### src/rtl/per_column_running_mean_variance_assert.svh
// Assertion macros used by the per-column mean and variance controller.
`ifndef PER_COLUMN_RUNNING_MEAN_VARIANCE_ASSERT_SVH
`define PER_COLUMN_RUNNING_MEAN_VARIANCE_ASSERT_SVH

// Condition that must hold at every edge outside reset.
`define PCMV_ASSERT_ALWAYS(label, clk, rst, cond, msg) \
   label: assert property (@(posedge clk) disable iff (rst) (cond)) else $error(msg);

// Condition that must hold in the cycle after a trigger.
`define PCMV_ASSERT_NEXT(label, clk, rst, pre, post, msg) \
   label: assert property (@(posedge clk) disable iff (rst) (pre) |=> (post)) else $error(msg);

`endif

### src/rtl/pcmv_pkg.sv
// Shared constants and controller/datapath interface types for the mean/variance block.
`default_nettype none
package pcmv_pkg;
   localparam int SAMPLE_W      = 32;
   localparam int FIX_W         = 48;   // Q16.32 mean
   localparam int DIFF_W        = 49;
   localparam int M2_W          = 64;   // Q40.24 sum of squared deviations
   localparam int PROD_W        = 98;
   localparam int PROD_SHIFT    = 40;
   localparam int DIVIDEND_W    = 64;
   localparam int DIVISOR_W     = 32;
   localparam int STEP_W        = 7;
   localparam int ACC_DIV_STEPS = 49;
   localparam int FIN_DIV_STEPS = 64;
   localparam int MUL_STEPS     = 5;
   localparam int ROOT_STEPS    = 32;
   localparam logic [30:0] STD_MAX = 31'h7FFF_FFFF;

   typedef struct packed {
      logic       acc_start;   // accumulate word taken: pick column, read RAM
      logic       fin_start;   // finish word taken
      logic       a_diff;      // d1 = x - mean, start divide by row count
      logic       a_update;    // new mean
      logic       a_d2;        // d2 and its magnitude
      logic       mul_step;
      logic [2:0] mul_idx;
      logic       a_write;     // write back mean and m2
      logic       f_read;
      logic       f_load;      // latch column, start variance divide
      logic       f_root_init;
      logic       root_step;
      logic       f_emit;
      logic       f_clear;
   } cmd_type;

   typedef struct packed {
      logic div_done;
      logic short_run;
      logic out_free;
      logic last_col;
   } status_type;
endpackage
`default_nettype wire

### src/rtl/pcmv_ctrl.sv
// Controller: sequences the accumulate update and the per-column finish walk.
`default_nettype none
module pcmv_ctrl (
   input  wire logic                 clock,
   input  wire logic                 reset,
   input  wire logic                 req_valid,
   input  wire logic                 req_action,
   output logic                      req_stall,
   input  wire pcmv_pkg::status_type status,
   output pcmv_pkg::cmd_type         cmd
);
`include "per_column_running_mean_variance_assert.svh"

   localparam logic [3:0] S_IDLE    = 4'd0;
   localparam logic [3:0] S_A_DIFF  = 4'd1;
   localparam logic [3:0] S_A_DIV   = 4'd2;
   localparam logic [3:0] S_A_UPD   = 4'd3;
   localparam logic [3:0] S_A_D2    = 4'd4;
   localparam logic [3:0] S_A_MUL   = 4'd5;
   localparam logic [3:0] S_A_WR    = 4'd6;
   localparam logic [3:0] S_F_RD    = 4'd7;
   localparam logic [3:0] S_F_LD    = 4'd8;
   localparam logic [3:0] S_F_DIV   = 4'd9;
   localparam logic [3:0] S_F_RINIT = 4'd10;
   localparam logic [3:0] S_F_ROOT  = 4'd11;
   localparam logic [3:0] S_F_OUT   = 4'd12;

   logic [3:0] state_ff, state_in;
   logic [5:0] step_ff, step_in;
   logic       accept;

   assign req_stall = (state_ff != S_IDLE);
   assign accept    = req_valid && !req_stall;

   always_comb begin
      state_in = state_ff;
      step_in  = step_ff;
      cmd      = '0;
      case (state_ff)
         S_IDLE: begin
            if (accept) begin
               if (req_action) begin
                  cmd.fin_start = 1'b1;
                  state_in = S_F_RD;
               end else begin
                  cmd.acc_start = 1'b1;
                  state_in = S_A_DIFF;
               end
            end
         end
         S_A_DIFF: begin
            cmd.a_diff = 1'b1;
            state_in = S_A_DIV;
         end
         S_A_DIV: begin
            if (status.div_done) begin
               state_in = S_A_UPD;
            end
         end
         S_A_UPD: begin
            cmd.a_update = 1'b1;
            state_in = S_A_D2;
         end
         S_A_D2: begin
            cmd.a_d2 = 1'b1;
            step_in  = '0;
            state_in = S_A_MUL;
         end
         S_A_MUL: begin
            cmd.mul_step = 1'b1;
            cmd.mul_idx  = 3'(step_ff);
            step_in      = step_ff + 6'd1;
            if (step_ff == 6'(pcmv_pkg::MUL_STEPS - 1)) begin
               state_in = S_A_WR;
            end
         end
         S_A_WR: begin
            cmd.a_write = 1'b1;
            state_in = S_IDLE;
         end
         S_F_RD: begin
            cmd.f_read = 1'b1;
            state_in = S_F_LD;
         end
         S_F_LD: begin
            cmd.f_load = 1'b1;
            state_in = status.short_run ? S_F_OUT : S_F_DIV;
         end
         S_F_DIV: begin
            if (status.div_done) begin
               state_in = S_F_RINIT;
            end
         end
         S_F_RINIT: begin
            cmd.f_root_init = 1'b1;
            step_in  = '0;
            state_in = S_F_ROOT;
         end
         S_F_ROOT: begin
            cmd.root_step = 1'b1;
            step_in = step_ff + 6'd1;
            if (step_ff == 6'(pcmv_pkg::ROOT_STEPS - 1)) begin
               state_in = S_F_OUT;
            end
         end
         S_F_OUT: begin
            if (status.out_free) begin
               cmd.f_emit = 1'b1;
               if (status.last_col) begin
                  cmd.f_clear = 1'b1;
                  state_in = S_IDLE;
               end else begin
                  state_in = S_F_RD;
               end
            end
         end
         default: begin
            state_in = S_IDLE;
         end
      endcase
   end

   always_ff @(posedge clock) begin
      if (reset) begin
         state_ff <= S_IDLE;
         step_ff  <= '0;
      end else begin
         state_ff <= state_in;
         step_ff  <= step_in;
      end
   end

   `PCMV_ASSERT_ALWAYS(a_emit_into_free, clock, reset, (!cmd.f_emit || status.out_free), "result word overwritten")
   `PCMV_ASSERT_ALWAYS(a_div_done_waited, clock, reset, (!status.div_done || state_ff == S_A_DIV || state_ff == S_F_DIV), "divider finished while not awaited")
   `PCMV_ASSERT_NEXT(a_accum_starts, clock, reset, (accept && !req_action), (state_ff == S_A_DIFF), "accumulate word did not start update")
endmodule
`default_nettype wire

### config.mk
export PLATFORM = sky130hd
export DESIGN_NAME = pcmv_ctrl
export DESIGN_NICKNAME = d
export VERILOG_FILES = /design/src/rtl/pcmv_pkg.sv /design/src/rtl/pcmv_ctrl.sv
export VERILOG_INCLUDE_DIRS = /design/src /design/src/rtl
export SDC_FILE = /design/constraint.sdc
export NUM_CORES = 1
export LEC_CHECK = 0
export ABC_AREA = 1
export BUFFER_PORTS_ARGS = -buffer_cell sky130_fd_sc_hd__buf_4
export CAP_MARGIN = 20
export CORE_UTILIZATION = 50
export DETAILED_ROUTE_END_ITERATION = 16
export GPL_TIMING_DRIVEN = 0
export PLACE_DENSITY = 0.75
export SYNTH_ARGS = -nofsm -noshare
export SYNTH_HDL_FRONTEND = slang
export SYNTH_SLANG_ARGS = --single-unit
### constraint.sdc
create_clock -name clock -period 1.4 [get_ports clock]
set_input_delay 0.07 -clock clock [delete_from_list [all_inputs] [get_ports clock]]
set_output_delay 0.07 -clock clock [all_outputs]
set_load 0.01 [all_outputs]
# == Yosys cells after proc, flatten, opt, wreduce, memory -nomap -nowiden ==
# Index checks and enable logic that the tools add are counted.
# Widths: inputs -> output; s select.
# word_totals
register_bits,10
# op_classes
n_reduce_logical,8
addsub,1
eq_ne,20
muxes,27
# ops
cell,n
$pmux 4 s12,1
$mux 4,7
$eq 4x4->1 const B,5
$eq 4x3->1 const B,4
$ne 2x2->1 const B,6
$pmux 6 s2,1
$mux 1,11
$mux 3,3
$eq 4x2->1 const B,2
$mux 2,4
$add 6x1->6 const B,1
$eq 6x3->1 const B,1
$eq 6x5->1 const B,1
$reduce_and 6->1,1
$eq 4x1->1 const B,1
$logic_not 4->1,1
$reduce_bool 4->1,1
$reduce_or 2->1,2
$reduce_bool 2->1,1
$logic_and 1x1->1,1
$logic_not 1->1,1

# == Longest topological paths before layout ==
# Gate-level depths: netlist (run 1).
# depth
ltp_word,5
ltp_mapped,9
mapped_depth_nobuf,9

# == Worst setup path before layout (run 1) ==
# Ideal clock, no wire load.
# synth_timing
kind,flip-flop to flip-flop
from,reg state_ff[0]
to,reg state_ff[3]
arrival_ps,1152
period_less_slack_ps,1265
required_time_ps,1287
path_stages_with_launch,8
slack_ps,135
setup_time_ps,113
path_buffers,0
cell_sequence,dfxtp_1 nand2_1 nor2_1 o21ai_1 o21ai_1 nor2_1 nor2_1 nor2_1
# synth_via
elab_chain_cells,5
word_cells_on_any_way,23
# synth_rtl
element,line_no,text
start: declaration,pcmv_ctrl.sv:28,"logic [3:0] state_ff, state_in;"
start signal: assignment,pcmv_ctrl.sv:128,state_ff <= state_in;
$reduce_bool 4->1,pcmv_ctrl.sv:32,assign req_stall = (state_ff != S_IDLE);
$logic_not 1->1,pcmv_ctrl.sv:33,assign accept = req_valid && !req_stall;
$logic_and 1x1->1,pcmv_ctrl.sv:33,
$ne 2x2->1 (no source line),--,
$reduce_and 6->1 (no source line),--,
# Several ways; a longest one is shown, not always the timed one.
# A chain may end at the register's enable or synchronous reset.

==> out/results.txt, run 1 <==
Status -> finished with violations
Failing checks -> DRC, setup timing
Vias in the first global route -> 931
Fill count -> 99
Cell family with most CP delay -> simple AND/OR/NAND/NOR gates
Synth Warn # -> 0
Layout area overhead -> 51.9%
Ant diodes -> 0
Tmin final -> 1.42 ns
Row count -> 14
Comb pwr share -> 69.7%
Initial drt markers -> 69
CP dominant cell by count -> nor2_4
Final core utilization -> 84.1%
Critical Path End Type -> primary output
Clk slew on worst S/H paths -> 0.06 ns
Type of origin of the critical path -> flop
Synthesized Nets -> 168
Vias/cell -> 5.38
Root Buffer -> clkbuf_4
Synth top cells by count -> nand2_1, nor2_1, inv_1
Register area -> 221 sq um
Crit path max-delay cell type -> dfxtp_4
VDD IR-drop max -> 1.62 mV
Final Cycle Share -> 101%
Worst Path Buf+Inv -> 2
Via count -> 1141
DR WL met3 -> 159 um
Seq/Total Area, Yosys -> 22.9%
Num CTS Buffers -> 3
Final Wtd Congestion -> 0.921
I/O Pins -> 25
Die height -> 43.8 um
Dpl cells -> 198
WL final -> 2640 um
Final non-filler cell total -> 212
P per Cell Area -> 1810 nW/um^2
Max layer used -> met4
Clk buf depth -> 2
Critical Path Source -> state_ff[3]
# DRC -> 2
Clock group share of total power -> 8.7%
Max frequency -> 706 MHz
Slew Limit Fails -> 0
Net Switching -> 0.00123 W
Starting Density -> 55.4%
Synth top area share -> 22.9%
CTS tree -> yes
# setup viols final -> 2
Top FF cell, synth -> dfxtp_1
Met2 WL post-DR -> 1240 um
Mapped Area -> 873 sq um
Number of port buffers -> 24
Max Cap Viol -> 0
RSZ-0062 raised after global routing -> yes
Area occupied by multi-input gates -> 683 sq um
Total congestion overflow -> 0
Actual slew at the worst max-slew pin -> 0.273 ns
Async set-or-reset flop fraction in the synthesized netlist -> 0%
Die span in x -> 43.8 um
# clock sinks -> 10
DP HPWL -> 1780 um
EDFF count, synth -> 0
Tot Pwr -> 0.00240 W
CP required -> 1.33 ns
Largest net degree at the start of global routing -> 9
Pre-CTS WS -> -0.0558 ns
Unique masters post-synth -> 21
Critical R2R Launch -> step_ff[1]
Nets -> 208
Drt first pass iters -> 10
Antenna violations before repair -> 0
Part of the power in registers -> 21.6%
Slowest stage delay, CP -> 0.38 ns
Cell with the most instances after synthesis -> nand2_1
WP data arrival -> 1.35 ns
Synth area leaders -> dfxtp_1, nand2_1, nor2_1
Final hold vios -> 0
Wire length on met1 -> 1200 um
Sw Ratio -> 51.0%
Global-route wire length before repair -> 3810 um
Antenna-violating nets left -> 0
Critical path cell sequence -> nor2_4, inv_2, nor2_4, nand2_2, nor2_2, buf_4
Worst min-delay path startpoint -> req_action
Critical path type -> flop to primary output
Clock skew -> 0.00631 ns
Avg Inst Size Synth -> 5.53 sq um
H-tree depth -> 1
Fin worst setup slack -> -0.0158 ns
Headroom to the max-slew limit -> 81.6%
P_leak -> 0.671 nW
Die area -> 1920 sq um
Total track usage -> 26.6%
Internal -> 0.00117 W
Clock Latency Late Sink -> 0.28 ns
Layout cell share with drive strength beyond 1 -> 41.8%
Core area -> 1580 sq um
Post-synthesis register bit count -> 10
Post-Syn Instances -> 158
CP max FO -> 6
Cell taking the most area after synthesis -> dfxtp_1
Wire per inst -> 12.4 um
Hold Path Class -> primary input to flop
-- repair_timing --
action	in CTS	in global routing
pin swaps	2	17
hold endpoints to repair	4	0
endpoints found under the setup margin	13	16
gates resized for setup	15	31
hold buffers	1	0
buffers inserted	0	10
-- power groups by stage --
stage	clock network [W]	registers [W]	logic, W
global route	0.000229	0.000526	0.00182
CTS	0.000210	0.000489	0.00127
finish	0.000208	0.000518	0.00167
detailed placement	0	0.000458	0.00121
floorplan	0	0.000437	0.000859
global placement	0	0.000453	0.00118
-- cell families after synthesis --
family	share of synthesized area (%)
adders and majority gates	2.86
and+or+nand+nor	50.4
buffers and inverters	12.5
xor gates and xnor gates	1.00
AOI/OAI and AO/OA	10.3
DFF	22.9
-- registers in the layout (all words and copies together) (netlist names) --
signal,cells
state_ff,4
step_ff,6
-- stage by stage --
step                      TNS (ns)  hold WS [ns]  cell area [sq um]
after floorplan                  0         0.139                873
after global placement           0         0.281               1070
after detailed placement    -0.112         0.286               1070
after CTS                 -0.00918         0.247               1140
after global routing        -0.403         0.338               1330
final                      -0.0275         0.301               1330
-- worst register-to-register path, delay by kind of cell (launching register included) --
family,cells,cell delay [ns]
compound gates,1,0.14
fa+ha+maj,1,0.13
simple gates,6,0.58
buf+inv,1,0.07
flops,1,0.37
-- layer usage --
layer | GRT usage, % | vias up
li1 | - | 569
met1 | 33.8 | 517
met2 | 43.6 | 48
met3 | 6.67 | 7
met4 | 8.75 | 0
met5 | 0 | -
-- final timing paths --
check	end	slack (ns)	cells past startpoint
worst max-delay path	cmd[15]	-0.02	6
worst min-delay path	state_ff[2]	0.30	7
worst max register to register	state_ff[3]	-0.01	9
worst min register to register	step_ff[4]	0.49	2
-- cell usage in the layout, fill, tap and decap left out, types with 2 or more instances in the layout --
cell type	count
a21oi_1	5
a21oi_2	3
buf_4	34
clkbuf_4	3
clkinv_1	2
dfxtp_1	3
dfxtp_2	2
dfxtp_4	5
ha_4	2
inv_1	18
inv_2	7
inv_4	2
nand2_1	44
nand2_2	5
nand2_4	2
nand3_1	8
nand3_2	2
nor2_1	19
nor2_2	6
nor2_4	7
nor3_1	3
o21ai_0	2
o21ai_1	5
-- final cells by class --
cell class	count	share of cell area, %
clock buffers	3	1.70
inverters	29	8.58
multi-input cells	119	51.5
flip-flops and latches	10	16.7
well taps	16	1.51
repair buffers	35	20.0
Power figures use the tool's default switching activity.
==> run 2, diff against run 1 <==
Settings changed: CTS_BUF_LIST from default to sky130_fd_sc_hd__clkbuf_16.
==> out/results.txt, run 2 (synthesis results as in run 1) <==
Cell area after layout -> 1320 sq um (was 1330 sq um)
CTS tree -> yes (unchanged)
Row count -> 14 (unchanged)
Max frequency -> 683 MHz (was 706 MHz)
Critical path cell sequence -> inv_4, ha_4, nand3_2, nor2_2, nor2_1, nor2_2, nand2_2, o21ai_1, nor2_1 (was nor2_4, inv_2, nor2_4, nand2_2, nor2_2, buf_4)
Internal -> 0.00135 W (was 0.00117 W)
# clock sinks -> 10 (unchanged)
Final hold vios -> 0 (unchanged)
Antenna violations before repair -> 0 (unchanged)
Clock skew -> 0.00274 ns (was 0.00631 ns)
Headroom to the max-slew limit -> 81.3% (was 81.6%)
Core area -> 1580 sq um (unchanged)
Status -> finished with violations (unchanged)
Vias/cell -> 5.62 (was 5.38)
Final Cycle Share -> 105% (was 101%)
Tot Pwr -> 0.00260 W (was 0.00240 W)
Wire per inst -> 13.8 um (was 12.4 um)
Max Cap Viol -> 0 (unchanged)
Final Wtd Congestion -> 0.921 (unchanged)
Pre-CTS WS -> -0.0558 ns (unchanged)
Largest net degree at the start of global routing -> 9 (unchanged)
Total track usage -> 26.8% (was 26.6%)
Critical Path End Type -> flop (was primary output)
Die area -> 1920 sq um (unchanged)
WP data arrival -> 1.59 ns (was 1.35 ns)
RSZ-0062 raised after global routing -> yes (unchanged)
WL final -> 2850 um (was 2640 um)
Total congestion overflow -> 0 (unchanged)
Die span in x -> 43.8 um (unchanged)
Critical path type -> flop to flop (was flop to primary output)
Placed Area -> 1070 sq um (unchanged)
Die height -> 43.8 um (unchanged)
P per Cell Area -> 1980 nW/um^2 (was 1810 nW/um^2)
Hold Path Class -> primary input to flop (unchanged)
Part of the power in registers -> 20.2% (was 21.6%)
Final core utilization -> 83.6% (was 84.1%)
# setup viols final -> 1 (was 2)
Crit path max-delay cell type -> dfxtp_4 (unchanged)
Clk slew on worst S/H paths -> 0.04 ns (was 0.06 ns)
Cell family with most CP delay -> simple AND/OR/NAND/NOR gates (unchanged)
Num CTS Buffers -> 3 (unchanged)
Initial drt markers -> 51 (was 69)
Layout cell share with drive strength beyond 1 -> 40.5% (was 41.8%)
Via count -> 1158 (was 1141)
Number of port buffers -> 24 (unchanged)
Actual slew at the worst max-slew pin -> 0.278 ns (was 0.273 ns)
H-tree depth -> 1 (unchanged)
Tmin final -> 1.46 ns (was 1.42 ns)
Worst Path Buf+Inv -> 1 (was 2)
Clk buf depth -> 2 (unchanged)
CP required -> 1.52 ns (was 1.33 ns)
Most frequent cells in the layout -> nand2_1, buf_4, nor2_1, inv_1, nand3_1 (unchanged)
P_leak -> 0.664 nW (was 0.671 nW)
Commonest non-fill, non-tap cell in the layout -> nand2_1 (unchanged)
Final setup TNS -> -0.0643 ns (was -0.0275 ns)
Sw Ratio -> 48.2% (was 51.0%)
Slew Limit Fails -> 0 (unchanged)
CP max FO -> 4 (was 6)
Most flops, register -> step_ff (unchanged)
Clock Latency Late Sink -> 0.24 ns (was 0.28 ns)
Type of origin of the critical path -> flop (unchanged)
Cts hold-fix bufs -> 0 (was 1)
Clock group share of total power -> 19.3% (was 8.7%)
Starting Density -> 55.4% (unchanged)
Net Switching -> 0.00125 W (was 0.00123 W)
Layout area overhead -> 50.9% (was 51.9%)
Drt first pass iters -> 10 (unchanged)
Ant diodes -> 0 (unchanged)
Root Buffer -> clkbuf_16 (was clkbuf_4)
Max reg flops -> 6 (unchanged)
# DRC -> 2 (unchanged)
Fin worst setup slack -> -0.0643 ns (was -0.0158 ns)
Global-route wire length before repair -> 3880 um (was 3810 um)
Comb pwr share -> 60.4% (was 69.7%)
Vias in the first global route -> 957 (was 931)
Failing checks -> DRC, setup timing (unchanged)
Largest regs -> step_ff (6), state_ff (4) (unchanged)
VDD IR-drop max -> 1.54 mV (was 1.62 mV)
I/O Pins -> 25 (unchanged)
Nets -> 202 (was 208)
Slowest stage delay, CP -> 0.36 ns (was 0.38 ns)
DP HPWL -> 1780 um (unchanged)
Antenna-violating nets left -> 0 (unchanged)
[run 2: area by class of cell]
cell class	instances	area, sq um
inverters	29	114
flip-flops and latches	10	219
multi-input cells	119	672
repair buffers	29	218
well taps	16	20.0
fillers	94	259
clock buffers	3	75.1
[run 2: worst reg2reg max path, stage by stage (launching register included)]
cell and delay (ns):
dfxtp_4 0.36, inv_4 0.07, ha_4 0.12, nand3_2 0.07, nor2_2 0.16, nor2_1 0.08
nor2_2 0.16, nand2_2 0.10, o21ai_1 0.16, nor2_1 0.07
[run 2: final timing paths]
kind / start / endpoint / slack, ns / cells after the start
setup / recovery: step_ff[0] / state_ff[3] / -0.06 / 9
hold / removal: reset / state_ff[0] / 0.03 / 2
setup reg to reg: step_ff[0] / state_ff[3] / -0.06 / 9
hold reg to reg: step_ff[5] / step_ff[5] / 0.49 / 2
[run 2: per-layer routing]
| metal | global-route usage [%] | vias up | wire length (um) |
|---|---|---|---|
| li1 | - | 553 | - |
| met3 | 6.67 | 8 | 211 |
| met1 | 33.8 | 535 | 1210 |
| met2 | 44.8 | 62 | 1370 |
| met4 | 8.13 | 0 | 53 |
| met5 | 0 | - | 0 |
[run 2: through the flow]
step	hold slack, ns	std cells
after floorplan	0.139	158
after global placement	0.281	198
after detailed placement	0.286	198
after CTS	0.0329	201
after global routing	0.0336	206
final	0.0284	206
[run 2: power groups by stage]
stage | Sequential, W | Clock (W) | Combinational [W]
after floorplan | 0.000437 | 0 | 0.000859
after global placement | 0.000453 | 0 | 0.00118
after detailed placement | 0.000458 | 0 | 0.00121
after CTS | 0.000476 | 0.000502 | 0.00125
after global routing | 0.000535 | 0.000525 | 0.00171
final | 0.000526 | 0.000503 | 0.00157
[run 2: repair_timing]
item                                    CTS  global route
pin swaps                                 2            11
buffers inserted                          0             5
endpoints found under the setup margin    8            17
resized for setup                        10            33
endpoints found under the hold margin     0             0
